## src/hdl/cscorr_pkg.sv

```systemverilog
`default_nettype none
// ----------------------------------------------------------------------------
// cscorr_pkg: shared types and constants
// Item queue layout, function codes and output widths of the correlator.
// ----------------------------------------------------------------------------
package cscorr_pkg;

	localparam int FUNC_W = 1;
	localparam int IDX_W  = 6;
	localparam int MAG_W  = 38;
	localparam int LAG_W  = 16;
	localparam int TAPS_W = 7;
	localparam int CNT_W  = 16;

	// Sample and tap width, fixed by the stream layout
	localparam int SAMPLE_BITS = 16;

	localparam logic FUNC_LOAD   = 1'b0;
	localparam logic FUNC_SAMPLE = 1'b1;

	localparam logic REG_TAPS  = 1'b0;
	localparam logic REG_COUNT = 1'b1;

	// Classified request from the front end to the back end
	typedef struct packed {
		logic                   is_load;
		logic [5:0]             tap_index;
		logic [SAMPLE_BITS-1:0] val_a;
		logic [SAMPLE_BITS-1:0] val_b;
	} cmd_t;

	typedef enum logic [2:0] {
		ST_IDLE,
		ST_MAC,
		ST_SQUARE,
		ST_SQRT,
		ST_OUT
	} be_state_t;

endpackage
`default_nettype wire

```

## src/hdl/cscorr_front.sv

```systemverilog
`default_nettype none
// ----------------------------------------------------------------------------
// cscorr_front: input side
// Accepts requests and queues them as classified commands for the back end.
// ----------------------------------------------------------------------------
module cscorr_front (
	input  wire                 clk,
	input  wire                 arst_n,
	input  wire                 in_valid,
	output logic                in_ready,
	input  wire  [71:0]         in_data,
	output logic                cmd_valid,
	input  wire                 cmd_ready,
	output cscorr_pkg::cmd_t    cmd
);

	localparam int DEPTH = 2;

	cscorr_pkg::cmd_t q_mem_q [DEPTH];
	logic             wr_ptr_q, rd_ptr_q;
	logic [1:0]       cnt_q;
	cscorr_pkg::cmd_t in_cmd;
	logic             push, pop;

	always_comb begin
		in_cmd.is_load   = (in_data[0] == cscorr_pkg::FUNC_LOAD);
		in_cmd.tap_index = in_data[6:1];
		if (in_data[0] == cscorr_pkg::FUNC_LOAD) begin
			in_cmd.val_a = in_data[22:7];
			in_cmd.val_b = in_data[38:23];
		end else begin
			in_cmd.val_a = in_data[54:39];
			in_cmd.val_b = in_data[70:55];
		end
	end

	assign in_ready  = (cnt_q != 2'd2);
	assign cmd_valid = (cnt_q != 2'd0);
	assign push      = in_valid && in_ready;
	assign pop       = cmd_valid && cmd_ready;
	assign cmd       = q_mem_q[rd_ptr_q];

	always_ff @(posedge clk) begin
		if (push) begin
			q_mem_q[wr_ptr_q] <= in_cmd;
		end
	end

	always_ff @(posedge clk or negedge arst_n) begin
		if (!arst_n) begin
			wr_ptr_q <= 1'b0;
			rd_ptr_q <= 1'b0;
			cnt_q    <= 2'd0;
		end else begin
			if (push) begin
				wr_ptr_q <= ~wr_ptr_q;
			end
			if (pop) begin
				rd_ptr_q <= ~rd_ptr_q;
			end
			cnt_q <= cnt_q + {1'b0, push} - {1'b0, pop};
		end
	end

`ifndef SYNTHESIS
	a_no_overflow: assert property (@(posedge clk) disable iff (!arst_n)
		cnt_q == 2'd2 |-> !push) else $error("queue overflow");
	a_no_underflow: assert property (@(posedge clk) disable iff (!arst_n)
		cnt_q == 2'd0 |-> !pop) else $error("queue underflow");
	a_count_move: assert property (@(posedge clk) disable iff (!arst_n)
		push && !pop |=> cnt_q == $past(cnt_q) + 2'd1) else $error("count slip");
`endif

endmodule
`default_nettype wire

```

## config.mk

```make
export PLATFORM = sky130hd
export DESIGN_NAME = cscorr_front
export DESIGN_NICKNAME = d
export VERILOG_FILES = /design/src/hdl/cscorr_pkg.sv /design/src/hdl/cscorr_front.sv
export SDC_FILE = /design/constraint.sdc
export NUM_CORES = 1
export LEC_CHECK = 0
export BUFFER_PORTS_ARGS = -buffer_cell sky130_fd_sc_hd__buf_4
export CAP_MARGIN = 20
export CORE_UTILIZATION = 46
export DETAILED_ROUTE_END_ITERATION = 10
export PLACE_DENSITY = 0.82
export SYNTH_ARGS = -nofsm -noshare
export SYNTH_HDL_FRONTEND = slang
export SYNTH_SLANG_ARGS = --single-unit
```

## constraint.sdc

```tcl
create_clock -name clk -period 3.3 [get_ports clk]
set_input_delay 0.165 -clock clk [delete_from_list [all_inputs] [get_ports clk]]
set_output_delay 0.165 -clock clk [all_outputs]
set_load 0.02 [all_outputs]
```

Yosys cells after proc, flatten, opt, wreduce, memory -nomap -nowiden:

Memory sizes are Yosys's and may differ from the RTL's.
Index checks and enable logic that the tools add are counted.
W data, S select, Z words.

* flip-flop bits (word level): 4
* RAM bits: 78
* input port bits: 76
* output and inout bits: 41
* logic and storage cells: 16
* memories kept: 1

* add/sub/neg operators: 2
* equal/unequal tests: 1
* muxes and demuxes: 3
* bitwise gates (word level): 3
* reductions and logical operators: 3

Memories
* q_mem_q: depth 2, width 39, rd ports 1, clocked after Yosys merged registers in 0, write ports 1, RTL line cscorr_front.sv:19 `cscorr_pkg::cmd_t q_mem_q [DEPTH];`

Operators by type and width (number)
* $mux W32: 1
* $not A1 Y1: 3
* $add A2 B1 Y2: 1
* $logic_and A1 B1 Y1: 2
* $mux W1: 2
* $ne A2 B2 Y1 const B: 1
* $reduce_bool A2 Y1: 1
* $sub A2 B1 Y2: 1

Logic depth before layout (Yosys ltp):

Gate-level depths: netlist of run 1.

* word-level depth: 4
* depth in mapped cells: 7
* gate-level depth less buffers: 7

Least setup slack after synthesis of run 1:

No wires, ideal clock.

* path kind: reg2reg
* from: register cnt_q[1]
* to: memory q_mem_q[0][0] (netlist bit), enable pin
* setup time: 0.435 ns
* arrival: 2.402 ns
* data required time: 2.865 ns
* path slack: 0.463 ns
* stages on the path, launching flop included: 4
* buffers on the path: 0
* period minus slack after synthesis: 2.837 ns
* path through: dfrtp_1 nand2b_1 nand2_1 nor2_1

* word-level cells in the longest chain between the ends: 4

RTL lines
* from (decl): RTL line cscorr_front.sv:21 `logic [1:0] cnt_q;`
* from (signal assigned): RTL line cscorr_front.sv:61 `cnt_q <= cnt_q + {1'b0, push} - {1'b0, pop};`
* $ne A2 B2 Y1: RTL line cscorr_front.sv:37 `assign in_ready = (cnt_q != 2'd2);`
* net in_ready: RTL line cscorr_front.sv:10 `output logic in_ready,`
* $logic_and A1 B1 Y1: RTL line cscorr_front.sv:39 `assign push = in_valid && in_ready;`
* $mux W1: RTL line cscorr_front.sv:44 `if (push) begin`
* $mux W1 (not written as such): RTL line cscorr_front.sv:45 `q_mem_q[wr_ptr_q] <= in_cmd;`
* to (decl): RTL line cscorr_front.sv:19

The timed path passes the listed nets, and every way through them passes these cells.

==> out/metrics.yaml, run 1 <==
clocking:
  cts_sinks: 82
  clockBufferDepth: 2
  cts_tree: "built"
  clk_latency_ns: 0.33
  numCtsBuffers: 9
  clk_pin_slew_ns: 0.08
  htree_levels: 3
  root_buffer: "clkbuf_8"
  post-cts-setup-buffers: 0
place:
  place.detailed.hpwl_um: 3920
  place.gp.congestion: 0.664
  port_buffers: 115
  dp_slack_ns: 1.39
power_and_ir_drop:
  vdd_ir_drop_max_uv: 366
  p_per_area_mw_per_mm2: 782
  p_leak_nw: 1.78
global_route:
  grt_pass1_wl_um: 8710
  antenna_found_initial: 0
  grt_max_degree: 41
  grt_remaining_overflow: 0
  track_usage_pct: 15.4
  grt_pass1_vias: 1909
synth:
  yosys_warnings: 0
  muxShareOfSynthArea_pct: 23.4
  syn_avg_cell_area_um2: 19.7
  synth_top_family_by_area: "multiplexers"
  syn_inst: 175
  synth_cell_types: 15
  synthAdderAreaFrac_pct: 0.727
  synth_compound_area_share_pct: 0
  synth_nets: 253
  yosysSeqAreaShare_pct: 71.0
  ys_ff_latch: 82
  yosys.area_share.simple_pct: 1.02
  netlist_area_mm2: 0.00344
  synth_xor_area_share_pct: 1.02
sta:
  fin_crit_ns: 2.11
  finalCritPeriodShare_pct: 63.9
  setup_slack_ns: 1.19
  worstMarginPinSlew_ns: 0.965
  setup_viol: 0
  drv_slew: 0
  finClkSkew_ns: 0.00728
  slew_headroom_pct: 35.7
  rsz0062_at_grt: "false"
  timing.fmax_ghz: 0.474
  tns_ns: 0
  hold_viol: 0
setup_path:
  endpoint_kind: "output port"
  crit_type: "reg2out"
  r2r-start: "cnt_q[1]"
  worstSetupStartpointType: "register"
  r2r_cells: 4
  crit_fanout: 40
  cp.arrival_ns: 1.94
  required_ns: 3.13
  cp-startpoint: "rd_ptr_q"
floorplan:
  rows: 31
  initial_utilization_pct: 47.5
  fp.coreArea_mm2: 0.00725
  dieWidth_um: 88.5
  fp.dieArea_mm2: 0.00783
  die_h_um: 88.5
  ios: 117
routing:
  drt_wl_total_um: 5940
  ant_nets: 0
  vias_per_cell: 4.82
  drt-pass1-iter-count: 4
  wl_per_cell_um: 14.8
  vias: 1934
  first_iter_violations: 29
  drc: 0
cells_and_area:
  n_fill_cell: 550
  nNetsFinal: 375
  syn2layout_area_growth_pct: 32.9
  final_layout_size_suffix_gt1_share_pct: 67.5
  diodes: 0
min_path:
  hp-start: "in_data[4]"
  min_path_type: "in2reg"
  hold_depth: 1
status:
  status: "complete, no violations"
flow_run:
  drv_cap: 0
## Yosys cell counts (all sizes together)
cell,instances,share of area [%]
and2,1,0.25
nand2,1,0.11
nor2,1,0.11
xnor2,3,0.76
ha,2,0.73
mux2,71,23
buf,8,2.6
xor2,1,0.25
nand2b,1,0.18
edfxtp,78,68
or2,1,0.18
dfrtp,4,2.9
inv,2,0.22
and3,1,0.18
## area by class of cell
cell class              instances  area (um^2)  area share [%]
flip-flops and latches         82         2440            53.4
multi-input cells              83          911            19.9
clock buffers                  13          149            3.25
inverters                       2         7.51           0.164
clock inverters                 3         40.0           0.875
repair buffers                119          901            19.7
well taps                      99          124            2.71
## power by group
group | internal [mW] | switching (mW)
clock | 0.369 | 0.321
sequential | 1.44 | 0.161
combinational | 0.647 | 0.644
total | 2.45 | 1.13
## worst max-delay path, cell delays in order, from the launching register on
cell     delay (ns)
dfrtp_2        1.00
mux2_2         0.43
buf_4          0.16
## metal layers
layer	track usage (%)	part of all wire [%]	vias to the layer above	wire (um)
li1	-	-	917	-
met1	16.2	40	937	2360
met2	27.5	53	72	3130
met3	5.41	6.5	8	389
met4	7.04	1.1	0	64
met5	0	0	-	0
## stage by stage
| stage | instance area, um^2 | instances | total power [mW] | hold slack (ns) | utilization (%) |
|---|---|---|---|---|---|
| finish | 4580 | 401 | 3.58 | 0.0157 | 63.1 |
| CTS | 4570 | 400 | 3.62 | 0.00175 | 62.9 |
| global placement | 4360 | 382 | 2.89 | -0.0370 | 60.1 |
| floorplan | 3440 | 175 | 2.43 | -0.131 | - |
| detailed placement | 4360 | 382 | 2.93 | -0.0353 | 60.1 |
| global route | 4580 | 401 | 3.76 | 0.000970 | 63.1 |
## repair_timing
item,4_1_cts,5_1_grt
resized for setup,0,0
setup endpoints to repair,0,0
endpoints found under the hold margin,5,2
hold buffers,2,1
## worst paths after layout
path	end	slack, ns
setup / recovery	cmd[7]	1.19
hold / removal	q_mem_q[0][35]	0.02
setup reg to reg	q_mem_q[0][32]	1.43
hold reg to reg	cnt_q[0]	0.52
max in group asynchronous	rd_ptr_q	3.01
min in group asynchronous	rd_ptr_q	0.18
## flip-flops by register name (all words and copies together) (netlist names)
name / cells
wr_ptr_q: 1
cnt_q: 2
rd_ptr_q: 1
q_mem_q: 78
## logic make-up after synthesis
kind of cell / after synthesis
XOR/XNOR: 4
adder cells (fa/ha/maj): 2
buffers and inverters: 10
flip-flops: 82
multiplexers: 71
AND/OR/NAND/NOR: 6
## cells in the final DEF, fill, tap and decap left out, drive strengths merged
cell / synthesis / layout
edfxtp: 78 / 78
and2: 1 / 1
ha: 2 / 2
clkbuf: 0 / 13
and3: 1 / 1
nand2: 1 / 1
or2: 1 / 1
bufinv: 0 / 1
dfrtp: 4 / 4
xnor2: 3 / 3
xor2: 1 / 1
mux2: 71 / 71
nor2: 1 / 1
inv: 2 / 2
clkinv: 0 / 2
nand2b: 1 / 1
dlygate4sd3: 0 / 3
buf: 8 / 116
Power figures use the tool's default switching activity.
==> run 2: changes to the inputs <==
- ABC_AREA: not set -> 1
- CORE_UTILIZATION: 46 -> 45
- PLACE_DENSITY: 0.82 -> 0.83
- clock period: 3.3 -> 1.83 ns (I/O delays scaled with it)
==> run 2 against run 1 <==
  * Die area grew 5.1%
  * Global-route usage increased by 2.9 points
  * Hold slack gained 0.022 ns
  * Sequential share of layout area shrank 1.2 points
  * Design area is 2.2% higher
  * Non-clock buffer count grew 10
  * Combinational power is 120% higher
  * Critical endpoint is now cmd[8]
  * Clock skew shrank 0.0012 ns
  * Synthesized area grew 2.9%
  * Largest cell class unchanged
  * Worst setup slack lost 0.89 ns
  * Via count increased by 37%
==> out/metrics.yaml, run 2 <==
status:
  status: "complete, no violations"
sta:
  finClkSkew_ns: 0.00611  # -0.00117 ns
  drv_slew: 0  # unchanged
  worstMarginPinSlew_ns: 0.386  # -0.578 ns
  slew_headroom_pct: 74.3  # +39 points
  hold_slack_ns: 0.0374  # +0.0217 ns
  setup_viol: 0  # unchanged
  tns_ns: 0  # unchanged
  rsz0062_at_grt: "false"
  timing.fmax_ghz: 0.656
  fin_crit_ns: 1.53
  finalCritPeriodShare_pct: 83.3
  hold_viol: 0  # unchanged
synth:
  async_flop_share_pct: 4.88  # unchanged
  synth_nets: 418  # +65%
  synth_ff_type: "edfxtp_1"
  yosysSeqAreaShare_pct: 68.9  # -2.0 points
  syn_inst: 340  # +94%
  yosys_warnings: 0  # unchanged
  synth_cell_types: 12  # -3
  syn_avg_cell_area_um2: 10.4  # -47%
  synthTopCellsByArea: "edfxtp_1 66%, nand2_1 24%, buf_6 2.9%"
  synth_commonest_cells: "226 x nand2_1, 78 x edfxtp_1, 9 x buf_6, 8 x inv_1, 7 x buf_4"
  netlist_area_mm2: 0.00354  # +2.9%
  synth_top_area_cell: "edfxtp_1"
  ys_ff_latch: 82  # unchanged
  synth_most_common_cell: "nand2_1"
  synth_edf_count: 78  # unchanged
  synth_top_area_share_pct: 66.1  # -1.9 points
min_path:
  hold_depth: 3  # +2
  min_path_type: "in2reg"
  hold_path_end: "q_mem_q[0][15]"
  hp-start: "in_data[38]"
routing:
  wl_per_cell_um: 12.7  # -14%
  vias: 2657  # +37%
  first_iter_violations: 94  # +220%
  drt_wl_total_um: 7220  # +22%
  vias_per_cell: 4.68  # -3.0%
  drt-pass1-iter-count: 4  # unchanged
  drc: 0  # unchanged
  ant_nets: 0  # unchanged
setup_path:
  cp.arrival_ns: 1.43  # -0.51 ns
  rrSetupSlack_ns: 0.31  # -1.12 ns
  crit_type: "reg2out"
  endpoint_kind: "output port"
  worstSetupStartpointType: "register"
  required_ns: 1.74  # -1.39 ns
  path_buf_inv: 2  # +1
  timing.critical_path.cells: "buf_4 -> nand2_1 -> nand2_1 -> buf_4"
  r2r-start: "cnt_q[0]"
  crit_fanout: 20  # -50%
  cpPeakStageDelay_ns: 0.48  # -0.52 ns
  crit_slowest_cell: "dfrtp_1"
  r2r_cells: 10  # +6
  path_delay_family: "flip-flops"
  reg2reg_to: "cnt_q[1]"
cells_and_area:
  largest_register_ffs: 78  # unchanged
  nNetsFinal: 542  # +45%
  syn2layout_area_growth_pct: 31.9
  n_fill_cell: 592  # +7.6%
  layout_commonest_cell: "nand2_1"
  diodes: 0  # unchanged
  final_layout_size_suffix_gt1_share_pct: 29.9  # -38 points
  largest_register: "q_mem_q"
  mostFrequentLayoutCells: "226 x nand2_1, 121 x buf_4, 78 x edfxtp_1"
  reg_top3: "q_mem_q: 78 flops, cnt_q: 2 flops"
clocking:
  clockBufferDepth: 2  # unchanged
  post-cts-setup-buffers: 0  # unchanged
  clk_pin_slew_ns: 0.08  # about the same
  htree_levels: 3  # unchanged
  cts_sinks: 82  # unchanged
  cts_tree: "built"
  clk_latency_ns: 0.34  # about the same
  numCtsBuffers: 9  # unchanged
  root_buffer: "clkbuf_8"
place:
  place.detailed.hpwl_um: 4790  # +22%
  port_buffers: 115  # unchanged
  place.gp.congestion: 0.745  # +12%
power_and_ir_drop:
  vdd_ir_drop_max_uv: 635  # +73%
  p_per_area_mw_per_mm2: 1410  # +81%
  p_leak_nw: 2.21  # +24%
floorplan:
  fp.dieArea_mm2: 0.00823  # +5.1%
  ios: 117  # unchanged
  fp.coreArea_mm2: 0.00745  # +2.7%
  dieWidth_um: 90.7  # +2.5%
  die_h_um: 90.7  # +2.5%
  rows: 31  # unchanged
  initial_utilization_pct: 47.6  # +0.13 points
global_route:
  track_usage_pct: 18.3  # +2.9 points
  grt_max_degree: 41  # unchanged
  grt_pass1_wl_um: 11600  # +33%
  grt_remaining_overflow: 0  # unchanged
  grt_pass1_vias: 2585  # +35%
  antenna_found_initial: 0  # unchanged
flow_run:
  drv_cap: 0  # unchanged
-- run 2: cell types whose count changed after synthesis, sizes merged --
cell / delta
nand2b: -1
xor2: -1
xnor2: -3
buf: +8
and2: -1
and3: -1
mux2: -71
nand2: +225
inv: +8
nand3: +3
or2: -1
-- run 2: metrics by stage --
stage	setup WS, ns	power, mW	instances	util [%]	cell area [um^2]
after floorplan	0.0896	4.52	340	-	3550
after global placement	0.469	5.48	544	59.5	4430
after detailed placement	0.348	5.59	544	59.5	4430
after CTS	0.281	6.68	568	62.8	4670
after global routing	0.178	6.99	568	62.8	4670
final	0.305	6.60	568	62.8	4670
-- run 2: power breakdown --
| part | leakage [nW] | internal, mW | switching (mW) |
|---|---|---|---|
| Combinational | 1.35 | 1.04 | 1.78 |
| Clock | 0.0795 | 0.481 | 0.595 |
| Sequential | 0.778 | 2.58 | 0.130 |
-- run 2: cell families after synthesis --
logic type | synth area share (%)
buffers and inverters | 5.76
DFF | 68.9
and+or+nand+nor | 24.6
adders and majority gates | 0.706
-- run 2: metal layers --
metal  track usage, %  vias up  share of wire, %
li1                 -     1332                 -
met1             19.1     1213                38
met2             33.8       99                54
met3             4.21       13               6.3
met4             9.54        0               1.9
met5                0        -                 0
-- run 2: worst max-delay path by stage --
stage	startpoint	to	cells past startpoint
detailed placement	cnt_q[0]	cnt_q[1]	10
CTS	rd_ptr_q	cmd[8]	4
global placement	cnt_q[1]	cnt_q[1]	10
finish	rd_ptr_q	cmd[8]	4
global route	cnt_q[0]	cnt_q[1]	10
floorplan	cnt_q[1]	q_mem_q[1][0]	3
-- run 2: cell type report --
cell class	instances	area [um^2]	area share [%]
sequential	82	2440	52.2
timing repair buffer	129	988	21.1
multi-input combinational	232	905	19.4
clock buffer	10	128	2.73
tap	99	124	2.65
inverter	10	53.8	1.15
clock inverter	6	33.8	0.723
-- run 2: what timing repair did --
item | 4_1_cts | 5_1_grt
endpoints found under the hold margin | 17 | 0
hold buffers | 8 | 0
gates resized for setup | 0 | 0
-- run 2: worst reg2reg max path, stage by stage (launching register included) --
cell     delay, ns
dfrtp_1       0.40
inv_1         0.09
nand2_1       0.11
nand2_1       0.12
inv_1         0.06
ha_1          0.29
inv_1         0.06
ha_1          0.15
inv_1         0.04
nand2_1       0.05
nand2_1       0.04
